$ cat src/kns_pkg.sv
package kns_pkg;

    localparam int MAX_ENTRIES = 16;
    localparam int IDX_W       = $clog2(MAX_ENTRIES);
    localparam int CNT_W       = $clog2(MAX_ENTRIES + 1);
    localparam int POS_BITS    = 24;
    localparam int DIR_BITS    = 16;
    localparam int DIST_BITS   = 48;
    localparam int ID_BITS     = 16;
    localparam int SUM_W       = POS_BITS + IDX_W;
    localparam int STEP_W      = $clog2(SUM_W + 1);

    typedef enum logic [1:0] {
        ACT_CLEAR    = 2'd0,
        ACT_INSERT   = 2'd1,
        ACT_FINALIZE = 2'd2,
        ACT_UNUSED   = 2'd3
    } action_t;

    typedef struct packed {
        logic [DIST_BITS-1:0]       dist_sq;
        logic [ID_BITS-1:0]         id;
        logic signed [POS_BITS-1:0] pos_x;
        logic signed [POS_BITS-1:0] pos_z;
        logic signed [DIR_BITS-1:0] dir_x;
        logic signed [DIR_BITS-1:0] dir_z;
    } entry_t;

    typedef struct packed {
        logic take_cand;
        logic take_left;
    } cell_ctrl_t;

endpackage

$ cat src/kns_cell.sv
module kns_cell
    import kns_pkg::*;
(
    input  logic       clk,
    input  entry_t     cand,
    input  entry_t     left,
    input  cell_ctrl_t ctrl,
    output entry_t     entry,
    output logic       ranks_before
);

    entry_t entry_reg;

    // The candidate sorts ahead of this entry on distance, then on smaller id.
    assign ranks_before = (entry_reg.dist_sq > cand.dist_sq) ||
                          ((entry_reg.dist_sq == cand.dist_sq) && (entry_reg.id > cand.id));
    assign entry = entry_reg;

    always_ff @(posedge clk)
    begin
        if (ctrl.take_cand)
        begin
            entry_reg <= cand;
        end
        else if (ctrl.take_left)
        begin
            entry_reg <= left;
        end
    end

endmodule

$ cat config.mk
export PLATFORM = sky130hd
export DESIGN_NAME = kns_cell
export DESIGN_NICKNAME = d
export VERILOG_FILES = /design/src/kns_pkg.sv /design/src/kns_cell.sv
export SDC_FILE = /design/constraint.sdc
export NUM_CORES = 1
export LEC_CHECK = 0
export ABC_AREA = 1
export BUFFER_PORTS_ARGS = -buffer_cell sky130_fd_sc_hd__buf_2
export CORE_AREA = 2 2 169 171
export DETAILED_ROUTE_END_ITERATION = 8
export DIE_AREA = 0 0 171 173
export PLACE_DENSITY = 0.54
export SYNTH_ARGS = -nofsm -noshare
export SYNTH_HDL_FRONTEND = slang
export SYNTH_SLANG_ARGS = --single-unit
$ cat constraint.sdc
create_clock -name clk -period 2.9 [get_ports clk]
set_input_delay 0.145 -clock clk [delete_from_list [all_inputs] [get_ports clk]]
set_output_delay 0.145 -clock clk [all_outputs]
set_load 0.02 [all_outputs]
==> flow_summary_export.csv <==
group,metric,value,unit
sta,post-route-min-period,2340,ps
global_route,grt_pass1_vias,7845,
logic_synthesis,ys_seq_area_share,56.1,%
route,drt_pass1_iterations,5,
logic_synthesis,synthCells,847,
layout,drive_gt1_share,34.0,%
layout,areaGrowthSynthToFinish,59.2,%
clock_network,cts_max_path_buffers,2,
placed_design,place.gp.congestion,0.846,
global_route,grt_pass1_wl,41.7,mm
pwr,leakagePower,6.35,nW
hold_path,whs_path_depth,3,
clock_network,cts_tree,"yes",
logic_synthesis,netlist_area,0.00771,mm²
route,dr.first_iter.drc_count,374,
floorplan,die_w,171,µm
layout,num-fill-cells,2795,
logic_synthesis,synth_area_per_cell,9.11,µm²
clock_network,cts_buffers,17,
layout,multi_input_area,0.00292,mm²
placed_design,hpwlAfterDp,20.8,mm
layout,seq_area,0.00432,mm²
global_route,grt_use_total,18.2,%
logic_synthesis,syn_nets,1202,
worst_setup_path,critPathLaunchType,"flop",
logic_synthesis,ys_top_cells_by_area,"edfxtp_1 (56%), nand2_1 (19%), ha_1 (10%), inv_1 (4.1%), o21ai_1 (2.3%)",
global_route,grt_max_degree,70,
hold_path,hold_end,"entry[43]",
route,met1_length,10.9,mm
floorplan,row_count,61,
layout,fin_util,44.5,%
worst_setup_path,crit_slowest_cell,"edfxtp_1",
floorplan,start_util,27.9,%
sta,rsz0062_at_grt,"false",
logic_synthesis,synth_cell_type_count,23,
logic_synthesis,muxShareOfSynthArea,0,%
logic_synthesis,ys_seq_elements,144,
worst_setup_path,path_max_fanout,3,
placed_design,dp_slack,885,ps
logic_synthesis,synth_compound_area_share,6.08,%
clock_network,cts_sinks,144,
run_status,status,"completed",
floorplan,pin_count,436,
pwr,p_total,6.39,mW
clock_network,ctsHtreeMaxLevel,4,
hold_path,min-delay-start,"cand[43]",
floorplan,core_area,0.0276,mm²
route,wl_per_cell,15.3,µm
floorplan,dieArea,0.0296,mm²
route,viasPerCell,4.26,
sta,tightest_slew,619,ps
route,drc,0,
logic_synthesis,synthXorXnorAreaFrac,0,%
worst_setup_path,crit_required,2760,ps
sta,setup_tns,0,ps
sta,hold_viol_final,0,
clock_network,root_buffer,"clkbuf_16",
sta,fin_ws,562,ps
logic_synthesis,yosysWarnings,0,
logic_synthesis,synth_top_family_by_area,"simple AND/OR/NAND/NOR gates",
worst_setup_path,critical_path_arrival,2190,ps
clock_network,clk_pin_slew_worst_paths,60,ps
layout,mostFrequentLayoutCell,"buf_2",
placed_design,portBuffers,435,
global_route,antenna_found_initial,7,
logic_synthesis,synth_fa_ha_area_share,10.4,%
route,dr_total_vias,7696,
route,ant_nets,0,
route,route.met3.wl,2.18,mm
layout,fin_nets,1768,
logic_synthesis,synth_simple_gate_area_share,21.4,%
route,wl_met2,13.9,mm
layout,largest_register_ffs,144,
hold_path,holdCritPathClass,"in -> reg",
route,drt-total-wl,27.6,mm
floorplan,fp.dieH,173,µm
route,highest_layer,"met5",
clock_network,post_cts_buffers,0,
sta,slew_violations,0,
layout,layout_common_cells,"buf_2 (435), nand2_1 (386), edfxtp_1 (144)",
sta,post-route-period-util,80.6,%
worst_setup_path,path_class,"reg -> out",
pwr,ir_worst_vdd,0.246,mV
sta,clock.fmax,0.428,GHz
sta,fin_hold_ws,16.9,ps
global_route,gr-total-overflow,0,
sta,slew_headroom,58.7,%
logic_synthesis,synth_top_area_share,56.1,%
worst_setup_path,end_kind,"output port",
pwr,cellPowerDensity,520,mW/mm²
job,maxCapViolations,0,
worst_setup_path,max_stage_delay,410,ps
worst_setup_path,path_cells,"ha_1 -> nand4_1 -> nor2_2 -> nand3_2 -> nor3_1 -> nand3_1 -> nand2_1 -> buf_2",
sta,finalSetupViolCount,0,
logic_synthesis,synth_area_leader_cell,"edfxtp_1",
## cell families after synthesis
family                   count (synthesis)
AO/OA/AOI/OAI                           92
adder cells (fa/ha/maj)                 64
buffers and inverters                  121
flip-flops                             144
AND/OR/NAND/NOR                        426
## per-layer routing
layer  vias up  track usage [%]
li1       3902                -
met1      3454             20.3
met2       295             32.6
met3        39             6.00
met4         6             5.79
met5         -                0
## cell usage after synthesis
cell,instances
a21o_1,2
a21oi_1,22
a31oi_1,1
buf_1,2
buf_2,14
clkbuf_1,15
edfxtp_1,144
ha_1,64
inv_1,84
inv_2,6
nand2_1,386
nand3_1,13
nand3_2,1
nand3b_1,1
nand4_1,2
nor2_1,17
nor2_2,3
nor3_1,1
nor3_2,1
o21a_1,1
o21ai_0,30
o21ai_1,36
or2_2,1
## timing repair
item	CTS	global route
hold endpoints to repair	91	1
hold buffers	135	1
gates resized for setup	0	0
## final cells by class
cell class / count / area share, %
Clock buffer: 18 / 3.49
Antenna cell: 2 / 0.0407
Clock inverter: 14 / 1.19
Multi-Input combinational cell: 582 / 23.8
Sequential cell: 144 / 35.2
Inverter: 90 / 2.79
Timing Repair Buffer: 578 / 29.6
Tap cell: 378 / 3.85
## where the power goes
| group | internal [mW] | switching (mW) |
|---|---|---|
| Combinational | 0.640 | 0.889 |
| Sequential | 2.56 | 0.0880 |
| Clock | 1.22 | 0.997 |
| Total | 4.42 | 1.97 |
## through the flow
step	cell area [µm²]	cells
floorplan	7710	847
global placement	10300	1636
detailed placement	10300	1636
CTS	12300	1803
global route	12300	1806
finish	12300	1806
## how the worst max path moves through the flow
stage          startpoint            to  slack (ps)  cells after the start
2_1_floorplan     ctrl[1]      entry[0]         360                      2
3_3_place_gp   entry[141]  ranks_before         920                      9
3_5_place_dp      ctrl[1]     entry[94]         890                      3
4_1_cts        entry[141]  ranks_before         460                      8
5_1_grt        entry[123]  ranks_before         320                     10
6_report       entry[141]  ranks_before         560                      8
## critical path: cells and delay by family, from the launching register on
family,cells,cell delay (ps)
fa+ha+maj,1,340
flops,1,410
simple gates,6,870
buf+inv,1,160
Power figures use the tool's default switching activity.
