**config.mk**
```make
export PLATFORM = sky130hd
export DESIGN_NAME = kns_div
export DESIGN_NICKNAME = d
export VERILOG_FILES = /design/src/kns_pkg.sv /design/src/kns_div.sv
export SDC_FILE = /design/constraint.sdc
export NUM_CORES = 1
export LEC_CHECK = 0
export ABC_AREA = 0
export ABC_CLOCK_PERIOD_IN_PS = 2610
export BUFFER_PORTS_ARGS = -buffer_cell sky130_fd_sc_hd__buf_2
export CAP_MARGIN = 20
export CORE_MARGIN = 5
export CORE_UTILIZATION = 40
export CTS_BUF_LIST = sky130_fd_sc_hd__clkbuf_16
export DETAILED_ROUTE_END_ITERATION = 8
export PLACE_DENSITY = 0.58
export SYNTH_ARGS = -nofsm -noshare
export SYNTH_HDL_FRONTEND = slang
export SYNTH_SLANG_ARGS = --single-unit
export TNS_END_PERCENT = 100
```
**constraint.sdc**
```tcl
create_clock -name clk -period 2.61 [get_ports clk]
set_input_delay 0.261 -clock clk [delete_from_list [all_inputs] [get_ports clk]]
set_output_delay 0.261 -clock clk [all_outputs]
set_load 0.05 [all_outputs]
```
**src/kns_pkg.sv**
```systemverilog
package kns_pkg;

    localparam int MAX_ENTRIES = 16;
    localparam int IDX_W       = $clog2(MAX_ENTRIES);
    localparam int CNT_W       = $clog2(MAX_ENTRIES + 1);
    localparam int POS_BITS    = 24;
    localparam int DIR_BITS    = 16;
    localparam int DIST_BITS   = 48;
    localparam int ID_BITS     = 16;
    localparam int SUM_W       = POS_BITS + IDX_W;
    localparam int STEP_W      = $clog2(SUM_W + 1);

    typedef enum logic [1:0] {
        ACT_CLEAR    = 2'd0,
        ACT_INSERT   = 2'd1,
        ACT_FINALIZE = 2'd2,
        ACT_UNUSED   = 2'd3
    } action_t;

    typedef struct packed {
        logic [DIST_BITS-1:0]       dist_sq;
        logic [ID_BITS-1:0]         id;
        logic signed [POS_BITS-1:0] pos_x;
        logic signed [POS_BITS-1:0] pos_z;
        logic signed [DIR_BITS-1:0] dir_x;
        logic signed [DIR_BITS-1:0] dir_z;
    } entry_t;

    typedef struct packed {
        logic take_cand;
        logic take_left;
    } cell_ctrl_t;

endpackage

```
**src/kns_div.sv**
```systemverilog
module kns_div
    import kns_pkg::*;
(
    input  logic                    clk,
    input  logic                    rst_n,
    input  logic                    start,
    input  logic signed [SUM_W-1:0] sum,
    input  logic [CNT_W-1:0]        divisor,
    output logic                    done,
    output logic signed [SUM_W-1:0] quotient
);

    logic              busy_reg, busy_next;
    logic              done_reg, done_next;
    logic [STEP_W-1:0] step_reg, step_next;
    logic [CNT_W:0]    rem_reg, rem_next;
    logic [SUM_W-1:0]  q_reg, q_next;
    logic [CNT_W-1:0]  div_reg, div_next;
    logic              neg_reg, neg_next;
    logic [CNT_W:0]    rem_sh;
    logic              ge;

    // Restoring division of the magnitude, one quotient bit per cycle.
    always_comb
    begin
        rem_sh    = {rem_reg[CNT_W-1:0], q_reg[SUM_W-1]};
        ge        = rem_sh >= {1'b0, div_reg};
        busy_next = busy_reg;
        done_next = 1'b0;
        step_next = step_reg;
        rem_next  = rem_reg;
        q_next    = q_reg;
        div_next  = div_reg;
        neg_next  = neg_reg;
        if (start)
        begin
            busy_next = 1'b1;
            step_next = '0;
            rem_next  = '0;
            neg_next  = sum[SUM_W-1];
            q_next    = sum[SUM_W-1] ? SUM_W'(-sum) : SUM_W'(sum);
            div_next  = divisor;
        end
        else if (busy_reg)
        begin
            rem_next  = ge ? (rem_sh - {1'b0, div_reg}) : rem_sh;
            q_next    = {q_reg[SUM_W-2:0], ge};
            step_next = step_reg + 1'b1;
            if (step_reg == STEP_W'(SUM_W - 1))
            begin
                busy_next = 1'b0;
                done_next = 1'b1;
            end
        end
    end

    always_ff @(posedge clk or negedge rst_n)
    begin
        if (!rst_n)
        begin
            busy_reg <= 1'b0;
            done_reg <= 1'b0;
            step_reg <= '0;
        end
        else
        begin
            busy_reg <= busy_next;
            done_reg <= done_next;
            step_reg <= step_next;
        end
    end

    always_ff @(posedge clk)
    begin
        rem_reg <= rem_next;
        q_reg   <= q_next;
        div_reg <= div_next;
        neg_reg <= neg_next;
    end

    assign done     = done_reg;
    assign quotient = neg_reg ? -$signed(q_reg) : $signed(q_reg);

endmodule

```
==> impl_results.md, run 1 <==
* Status: complete, but fails checks
* Violated checks: negative setup slack
* Place WS at -15.9 ps
* First-pass GRT wire length at 14800 um
* Crit path DAT at 2470 ps
* Via count at 3288
* RD Place Congestion at 0.815
* Syn Std Cell Area at 3520 um2
* Hold Fails Final Rpt at 0
* Flop pwr share at 34.6%
* Worst-Margin Slew at 1100 ps
* CP endpoint kind: output port
* Yosys reg bits at 46
* Starting Density at 40.7%
* Die area at 10800 um2
* Crit-path slowest cell: or4b_4
* Global route total overflow at 0
* Setup crit start: q_reg[11]
* Tmin final at 2730 ps
* Max reg flops at 28
* Sw power at 1.13 mW
* Comb pwr share at 44.6%
* Port bufs at 64
* Reg2reg path depth at 8
* Clock Latency Late Sink at 280 ps
* Die Ht at 104 um
* Critical hold path startpoint: divisor[1]
* Antenna violations before repair at 0
* RSZ-0062 raised after global routing: true
* Synth top area share at 29.0%
* Net Sw Frac at 39.8%
* Starting DRT DRC Count at 245
* Fmax at 367 MHz
* Syn_area_per_cell at 9.00 um2
* Antenna Nets Post-Route at 0
* Largest net degree at the start of global routing at 64
* Row cnt at 34
* Internal power at 1.71 mW
* Worst hold path depth at 1
* FF-to-FF setup slack at 230 ps
* Highest cell delay on the worst timing path at 610 ps
* CTS sink count at 46
* Wire length per cell at 15.5 um
* Hold Path End: div_reg[1]
* Antenna Diode Count at 0
* Worst path required time at 2350 ps
* Syn Nets at 436
* Crit path max fanout at 5
* Layout cells sized above 1 at 28.5%
* CP Launch Type: flop
* Count of cell types in the netlist at 53
* Area grow syn2layout at 25.9%
* Clk Tree Root Cell: clkbuf_16
* Static Leakage at 1.79 nW
* Inserted Clock Buffers at 5
* Tightest Hold Check Type: in2reg
* DP Wirelength at 6870 um
* Crit-path cells: or4_4, or4b_4, o41ai_4, xnor2_2, buf_6
* Peak VDD IR at 0.000355 V
* CP Buf/Inv Count at 1
* EDFF count, synth at 34
* Final WS setup at -116 ps
* FF-to-FF Start: q_reg[27]
* H-tree levels at 2
* Worst-path clk slew at 60 ps
* Yosys top cell by area: edfxtp_1
* CTS tree: done
* Top delay family on crit path: simple AND/OR/NAND/NOR gates
* Synth top area cells: edfxtp_1 (29%), xnor2_1 (7.0%), dfrtp_1 (5.0%), nor2_1 (4.5%), o31ai_1 (3.6%)
* FFs w/ async S/R, synth at 15.2%
* Core area at 8640 um2
* Layout Cell Area excl Fill at 4430 um2
* Die Wd at 104 um
* Post-synth top flop: edfxtp_1
* Nets@finish at 518
* Rel. slew slack at 26.5%
* Drt first pass iters at 4
* Skew final at 4.62 ps
* Power density over the cells at 643 nW/um2
* Drt total wl at 9010 um
* Ys Warns at 0
* Routed vias/inst at 5.65
* DP Area at 4130 um2
* Clock share of power at 20.8%
* Ratio of final minimum period to clock period at 104%
* DRC violations left at 0
* Syn Inst Count at 391
* GRT Total Usage at 16.2%
* Max Slew Vio Count at 0
* Final-report setup violation count at 6
* Vias in the first global route at 2968
* Max Cap Viol at 0
* Post-synthesis sequential area ratio at 36.9%
* Filler cells at 811
* Clock Tree Buf Depth at 2
* R2r endpoint: q_reg[0]
* CP Class: reg2out
* I/O Pins at 65
==> placed cells by master, fill, tap and decap left out, types with 8 or more instances in the layout <==
cell type / n
xnor2_1: 24
inv_1: 19
or4_1: 13
buf_2: 48
nand3_1: 13
o31ai_1: 13
a21oi_1: 23
or3_1: 16
xor2_1: 13
o21ai_0: 14
ha_1: 8
buf_4: 45
nand4_1: 14
edfxtp_1: 34
nor2_1: 42
nand2_1: 19
==> power by group through the flow <==
stage	Combinational [mW]	Clock (mW)	Sequential (mW)
after floorplan	0.883	0	0.992
after global placement	1.20	0	0.991
after detailed placement	1.22	0	0.995
after CTS	1.27	0.610	0.985
after global routing	1.38	0.641	0.999
final	1.27	0.593	0.985
==> final cells by class <==
class                           instances  area, um2  area share [%]
Sequential cell                        46       1300            29.3
Clock inverter                          3       11.3           0.254
Multi-Input combinational cell        301       2140            48.4
Timing Repair Buffer                  100        648            14.6
Clock buffer                            5        125            2.82
Tap cell                              108        135            3.05
Inverter                               19       71.3            1.61
==> repair_timing <==
item                       CTS  global route
hold endpoints to repair     7             0
hold buffers                 1             0
setup buffers                1             0
gates resized for setup     28             6
setup endpoints to repair   16            17
pin swaps                    6             2
==> logic make-up (layout without fill, tap and decap cells) <==
logic type	after synthesis	count (layout)	share of synthesized area, %
AOI/OAI and AO/OA	92	92	18.4
xor gates and xnor gates	41	41	10.2
adders and majority gates	9	9	3.42
buffers and inverters	44	127	5.59
DFF	46	46	36.9
muxes	4	4	1.17
and+or+nand+nor	155	155	24.3
==> synth_stat cells, types with 5 or more instances <==
cell,n
nor2_1,42
edfxtp_1,34
xnor2_1,28
a21oi_1,23
inv_1,19
nand2_1,19
o31ai_1,17
or3_1,17
clkbuf_1,16
nand3_1,14
nand4_1,14
o21ai_0,14
or4_1,14
xor2_1,13
ha_1,8
dfrtp_1,7
dfxtp_1,5
nand3b_1,5
nor3_1,5
o41ai_1,5
==> routing by layer <==
layer	global-route usage [%]	vias to the layer above	wire length, um
li1	-	1644	-
met1	22.2	1532	4110
met2	26.5	99	4260
met3	2.55	13	513
met4	4.35	0	133
met5	0	-	0
==> how the worst max path moves through the flow <==
| stage | slack, ps | endpoint | cells past startpoint |
|---|---|---|---|
| global route | -190 | quotient[25] | 5 |
| floorplan | 40 | quotient[20] | 5 |
| CTS | -110 | quotient[25] | 5 |
| detailed placement | -20 | quotient[25] | 5 |
| global placement | 3 | quotient[25] | 5 |
| finish | -120 | quotient[25] | 5 |
==> stage by stage <==
step                      power [mW]  cells  hold WS, ps  util (%)  TNS, ps
after floorplan                 1.87    391        -34.6         -        0
after global placement          2.20    572         98.9      47.9        0
after detailed placement        2.21    572          103      47.9    -18.2
after CTS                       2.86    582          148      51.0     -511
after global routing            3.02    582          145      51.3    -1620
final                           2.85    582          154      51.3     -425
Note: power is estimated with default switching activity, not from simulation.
==> run 2: changes to the inputs <==
- CORE_UTILIZATION: 40 -> 57
- PLACE_DENSITY: 0.58 -> 0.79
==> run 2 against run 1 <==
The run still ends with negative setup slack left. First-iteration DRC count increased by 94%. Clock skew about the same. Utilization increased by 23 points.
==> impl_results.md, run 2 (same netlist as run 1, synthesis figures left out) <==
* Most frequent cells in the layout: buf_2 (49), buf_4 (43), nor2_1 (42)
* Area grow syn2layout at 25.0%
* Post-route setup TNS at -560 ps
* Antenna Nets Post-Route at 0
* DRC violations left at 0
* Clock Tree Buf Depth at 2
* CP Launch Type: flop
* Crit-path cells: or4_4, or4b_4, o41ai_4, xnor2_2, buf_6
* Vias in the first global route at 3214
* Nets@finish at 517
* Clock share of power at 22.6%
* Peak VDD IR at 0.000476 V
* Tmin final at 2760 ps
* Crit path max fanout at 5
* Worst-Margin Slew at 1120 ps
* Worst-path clk slew at 60 ps
* Skew final at 4.28 ps
* Via count at 3370
* Highest cell delay on the worst timing path at 620 ps
* Worst path required time at 2350 ps
* Rel. slew slack at 25.5%
* Drt first pass iters at 5
* Net Sw Frac at 39.3%
* Critical hold path startpoint: divisor[0]
* Largest net degree at the start of global routing at 43
* Die Ht at 88.6 um
* Tightest Hold Check Type: in2reg
* Max Slew Vio Count at 0
* FF-to-FF Start: q_reg[27]
* CTS tree: done
* Final WS setup at -149 ps
* Final-report setup violation count at 11
* Placed cell count at 538
* Wire length per cell at 16.5 um
* Layout cells sized above 1 at 28.3%
* RSZ-0062 raised after global routing: true
* Violated checks: negative setup slack
* CP endpoint kind: output port
* RD Place Congestion at 0.872
* Setup crit start: q_reg[11]
* Die area at 7840 um2
* Crit path DAT at 2500 ps
* Commonest non-fill, non-tap cell in the layout: buf_2
* CTS sink count at 46
* FF-to-FF setup slack at 280 ps
* GRT Total Usage at 24.0%
* Row cnt at 28
* Top delay family on crit path: simple AND/OR/NAND/NOR gates
* Clock Latency Late Sink at 280 ps
* Met1 usage at 30.7%
* CP Class: reg2out
* Fmax at 362 MHz
* Die Wd at 88.6 um
* Port bufs at 64
* Place WS at -72.1 ps
* Layout Cells excl Fill at 548
* Grt met2 use at 41.4%
* Status: complete, but fails checks
* DP Area at 4080 um2
* Comb pwr share at 43.5%
* Busiest grt layer: met2
* H-tree levels at 2
* Max Cap Viol at 0
* I/O Pins at 65
* Max reg flops at 28
* Sw power at 1.15 mW
* Internal power at 1.78 mW
* Flop pwr share at 33.9%
* Drt total wl at 9020 um
* Core area at 5960 um2
* Grt met3 use at 4.84%
* Static Leakage at 1.80 nW
* Inserted Clock Buffers at 5
* DP Wirelength at 6730 um
* Routed vias/inst at 6.15
* Clk Tree Root Cell: clkbuf_16
* Global route total overflow at 0
* Hold Fails Final Rpt at 0
* Antenna Diode Count at 0
* Layout Cell Area excl Fill at 4400 um2
* Power density over the cells at 666 nW/um2
* Ratio of final minimum period to clock period at 106%
* Crit-path slowest cell: or4b_4
* First-pass GRT wire length at 14900 um
* Antenna violations before repair at 0
* CP Buf/Inv Count at 1
* Starting Density at 59.1%
* Starting DRT DRC Count at 475
run 2: routing by layer:
metal / part of all wire (%) / wire length, um
met1: 42 / 3740
met2: 49 / 4430
met3: 7.6 / 687
met4: 1.7 / 157
met5: 0 / 0
run 2: worst paths after layout:
path                                 to  cells past startpoint
max in group asynchronous   step_reg[0]                      2
min                          div_reg[0]                      1
min in group asynchronous   step_reg[2]                      2
min reg2reg                  rem_reg[1]                      2
max                        quotient[25]                      5
max reg2reg                    q_reg[0]                      8
run 2: per-stage QoR:
step / total power [mW] / hold slack (ps) / util, %
after CTS: 2.91 / 150 / 73.1
final: 2.93 / 151 / 73.8
after global placement: 2.18 / 98.8 / 68.6
after floorplan: 1.87 / -34.6 / -
after global routing: 3.08 / 150 / 73.8
after detailed placement: 2.21 / 99.2 / 68.6
run 2: layout make-up:
cell class	instances	area (um2)
Timing Repair Buffer	99	638
Tap cell	75	93.8
Clock inverter	2	7.51
Fill cell	423	1560
Multi-Input combinational cell	301	2140
Inverter	19	71.3
Sequential cell	46	1300
Clock buffer	6	150
run 2: timing repair:
item | CTS | global route
hold endpoints to repair | 7 | 0
buffers inserted | 0 | 1
hold buffers | 1 | 0
setup endpoints to repair | 13 | 19
gates resized for setup | 25 | 7
pin swaps | 3 | 2
run 2: worst register-to-register path, cell delays in order (launching register included):
cell and delay [ps]:
edfxtp_1 410, inv_1 120, ha_1 170, inv_1 50
fa_1 410, a211o_1 280, a21oi_1 200, o21ai_0 140
mux2_2 300
run 2: power groups by stage:
stage	combinational [mW]	clock (mW)	sequential, mW
final	1.27	0.662	0.993
after global routing	1.37	0.700	1.00
after CTS	1.26	0.667	0.989
after detailed placement	1.21	0	0.998
after global placement	1.19	0	0.993
after floorplan	0.883	0	0.992
==> run 3: changes to the inputs <==
- CORE_UTILIZATION: 57 -> 35
- CTS_CLUSTER_SIZE: not set -> 12
- PLACE_DENSITY: 0.79 -> 0.51
==> run 3 against run 2 <==
The flow still finishes with violations (negative setup slack). Worst setup slack better by 63 ps. Non-clock buffer count rose by 3. Clock skew rose by 0.56 ps. Critical path type unchanged.
==> impl_results.md, run 3 (same netlist as run 1, synthesis figures left out) <==
* Status: complete, but fails checks
* Violated checks: negative setup slack
* Most frequent cells in the layout: buf_2 (47), buf_4 (47), nor2_1 (42)
* H-tree levels at 2
* Max Slew Vio Count at 0
* Nets@finish at 521
* Core area at 9770 um2
* Crit-path cells: or4_4, or4b_4, o41ai_4, xnor2_2, buf_6
* Busiest grt layer: met2
* Ratio of final minimum period to clock period at 103%
* Global route total overflow at 0
* Grt met3 use at 2.45%
* Final core occ at 46.5%
* Routed vias/inst at 5.38
* Met1 usage at 22.1%
* Multi-input gate area at 2180 um2
* Antenna Diode Count at 0
* Worst path required time at 2350 ps
* Filler cells at 988
* Starting DRT DRC Count at 141
* Peak VDD IR at 0.000310 V
* Die Wd at 110 um
* Tmin final at 2700 ps
* DP Wirelength at 7220 um
* Layout cells sized above 1 at 30.4%
* Worst-Margin Slew at 1130 ps
* Area grow syn2layout at 29.2%
* GRT Total Usage at 16.2%
* Drt total wl at 9620 um
* Antenna violations before repair at 1
* Via count at 3281
* Crit-path slowest cell: or4b_4
* CP endpoint kind: output port
* Crit path max fanout at 5
* Wire length per cell at 15.8 um
* Vias in the first global route at 3094
* Clk Tree Root Cell: clkbuf_16
* Hold Fails Final Rpt at 0
* Highest cell delay on the worst timing path at 620 ps
* I/O Pins at 65
* Final WS setup at -86.0 ps
* FF-to-FF Start: q_reg[27]
* CP Class: reg2out
* Clock Tree Buf Depth at 2
* Fmax at 371 MHz
* Largest net degree at the start of global routing at 43
* Clock Latency Late Sink at 290 ps
* CTS tree: done
* Power density over the cells at 660 nW/um2
* CP Launch Type: flop
* Antenna Nets Post-Route at 0
* Row cnt at 36
* Top delay family on crit path: simple AND/OR/NAND/NOR gates
* Max reg flops at 28
* Inserted Clock Buffers at 5
* Grt met2 use at 27.5%
* Drt first pass iters at 4
* CTS sink count at 46
* Starting Density at 36.0%
* DRC violations left at 0
* Max Cap Viol at 0
* Final-report setup violation count at 12
* Post-route setup TNS at -498 ps
* Rel. slew slack at 24.8%
* RD Place Congestion at 0.809
* Hold_ws at 146 ps
* First-pass GRT wire length at 15700 um
* DP Area at 4160 um2
* CP Buf/Inv Count at 1
* Crit path DAT at 2430 ps
* Layout Cell Area excl Fill at 4540 um2
* Setup crit start: q_reg[11]
* Critical hold path startpoint: divisor[4]
* Die area at 12200 um2
* Reg area at 1300 um2
* Static Leakage at 1.83 nW
* Place WS at 16.6 ps
* Port bufs at 64
* Tightest Hold Check Type: in2reg
* Worst-path clk slew at 70 ps
* Skew final at 4.84 ps
* RSZ-0062 raised after global routing: true
* Die Ht at 110 um
-- run 3: final timing paths --
path,endpoint,slack [ps],cells past startpoint
worst max-delay path,quotient[25],-90,5
worst min-delay path,div_reg[4],150,1
worst max register to register,q_reg[0],250,8
worst min register to register,rem_reg[4],500,1
max in group asynchronous,busy_reg,2120,2
min in group asynchronous,step_reg[1],340,2
-- run 3: metal layers --
metal / part of all wire [%] / routed length, um / up-vias
li1: - / - / 1648
met2: 47 / 4570 / 73
met4: 1.6 / 158 / 2
met5: 0.14 / 13 / -
met1: 46 / 4470 / 1545
met3: 4.3 / 411 / 13
-- run 3: timing repair --
action                                  CTS  global route
pin swaps                                 6             0
hold buffers                              1             0
endpoints found under the setup margin   17            19
endpoints found under the hold margin     7             0
setup buffers                             3             0
gates resized for setup                  30            11
cloned                                    0             1
-- run 3: layout make-up --
class | instances | share of cell area [%]
clock buffer | 5 | 2.75
clock inverter | 3 | 0.964
sequential | 46 | 28.5
timing repair buffer | 102 | 14.6
multi-input combinational | 302 | 47.9
tap | 133 | 3.66
inverter | 19 | 1.57
-- run 3: per-stage QoR --
step / total power, mW / cells
finish: 3.00 / 610
global route: 3.19 / 610
CTS: 3.00 / 609
detailed placement: 2.22 / 597
global placement: 2.20 / 597
floorplan: 1.87 / 391
-- run 3: power breakdown --
part,switching [mW],internal (mW),leakage (nW)
registers,0.0913,0.900,0.490
logic,0.807,0.473,1.25
clock network,0.274,0.453,0.0842
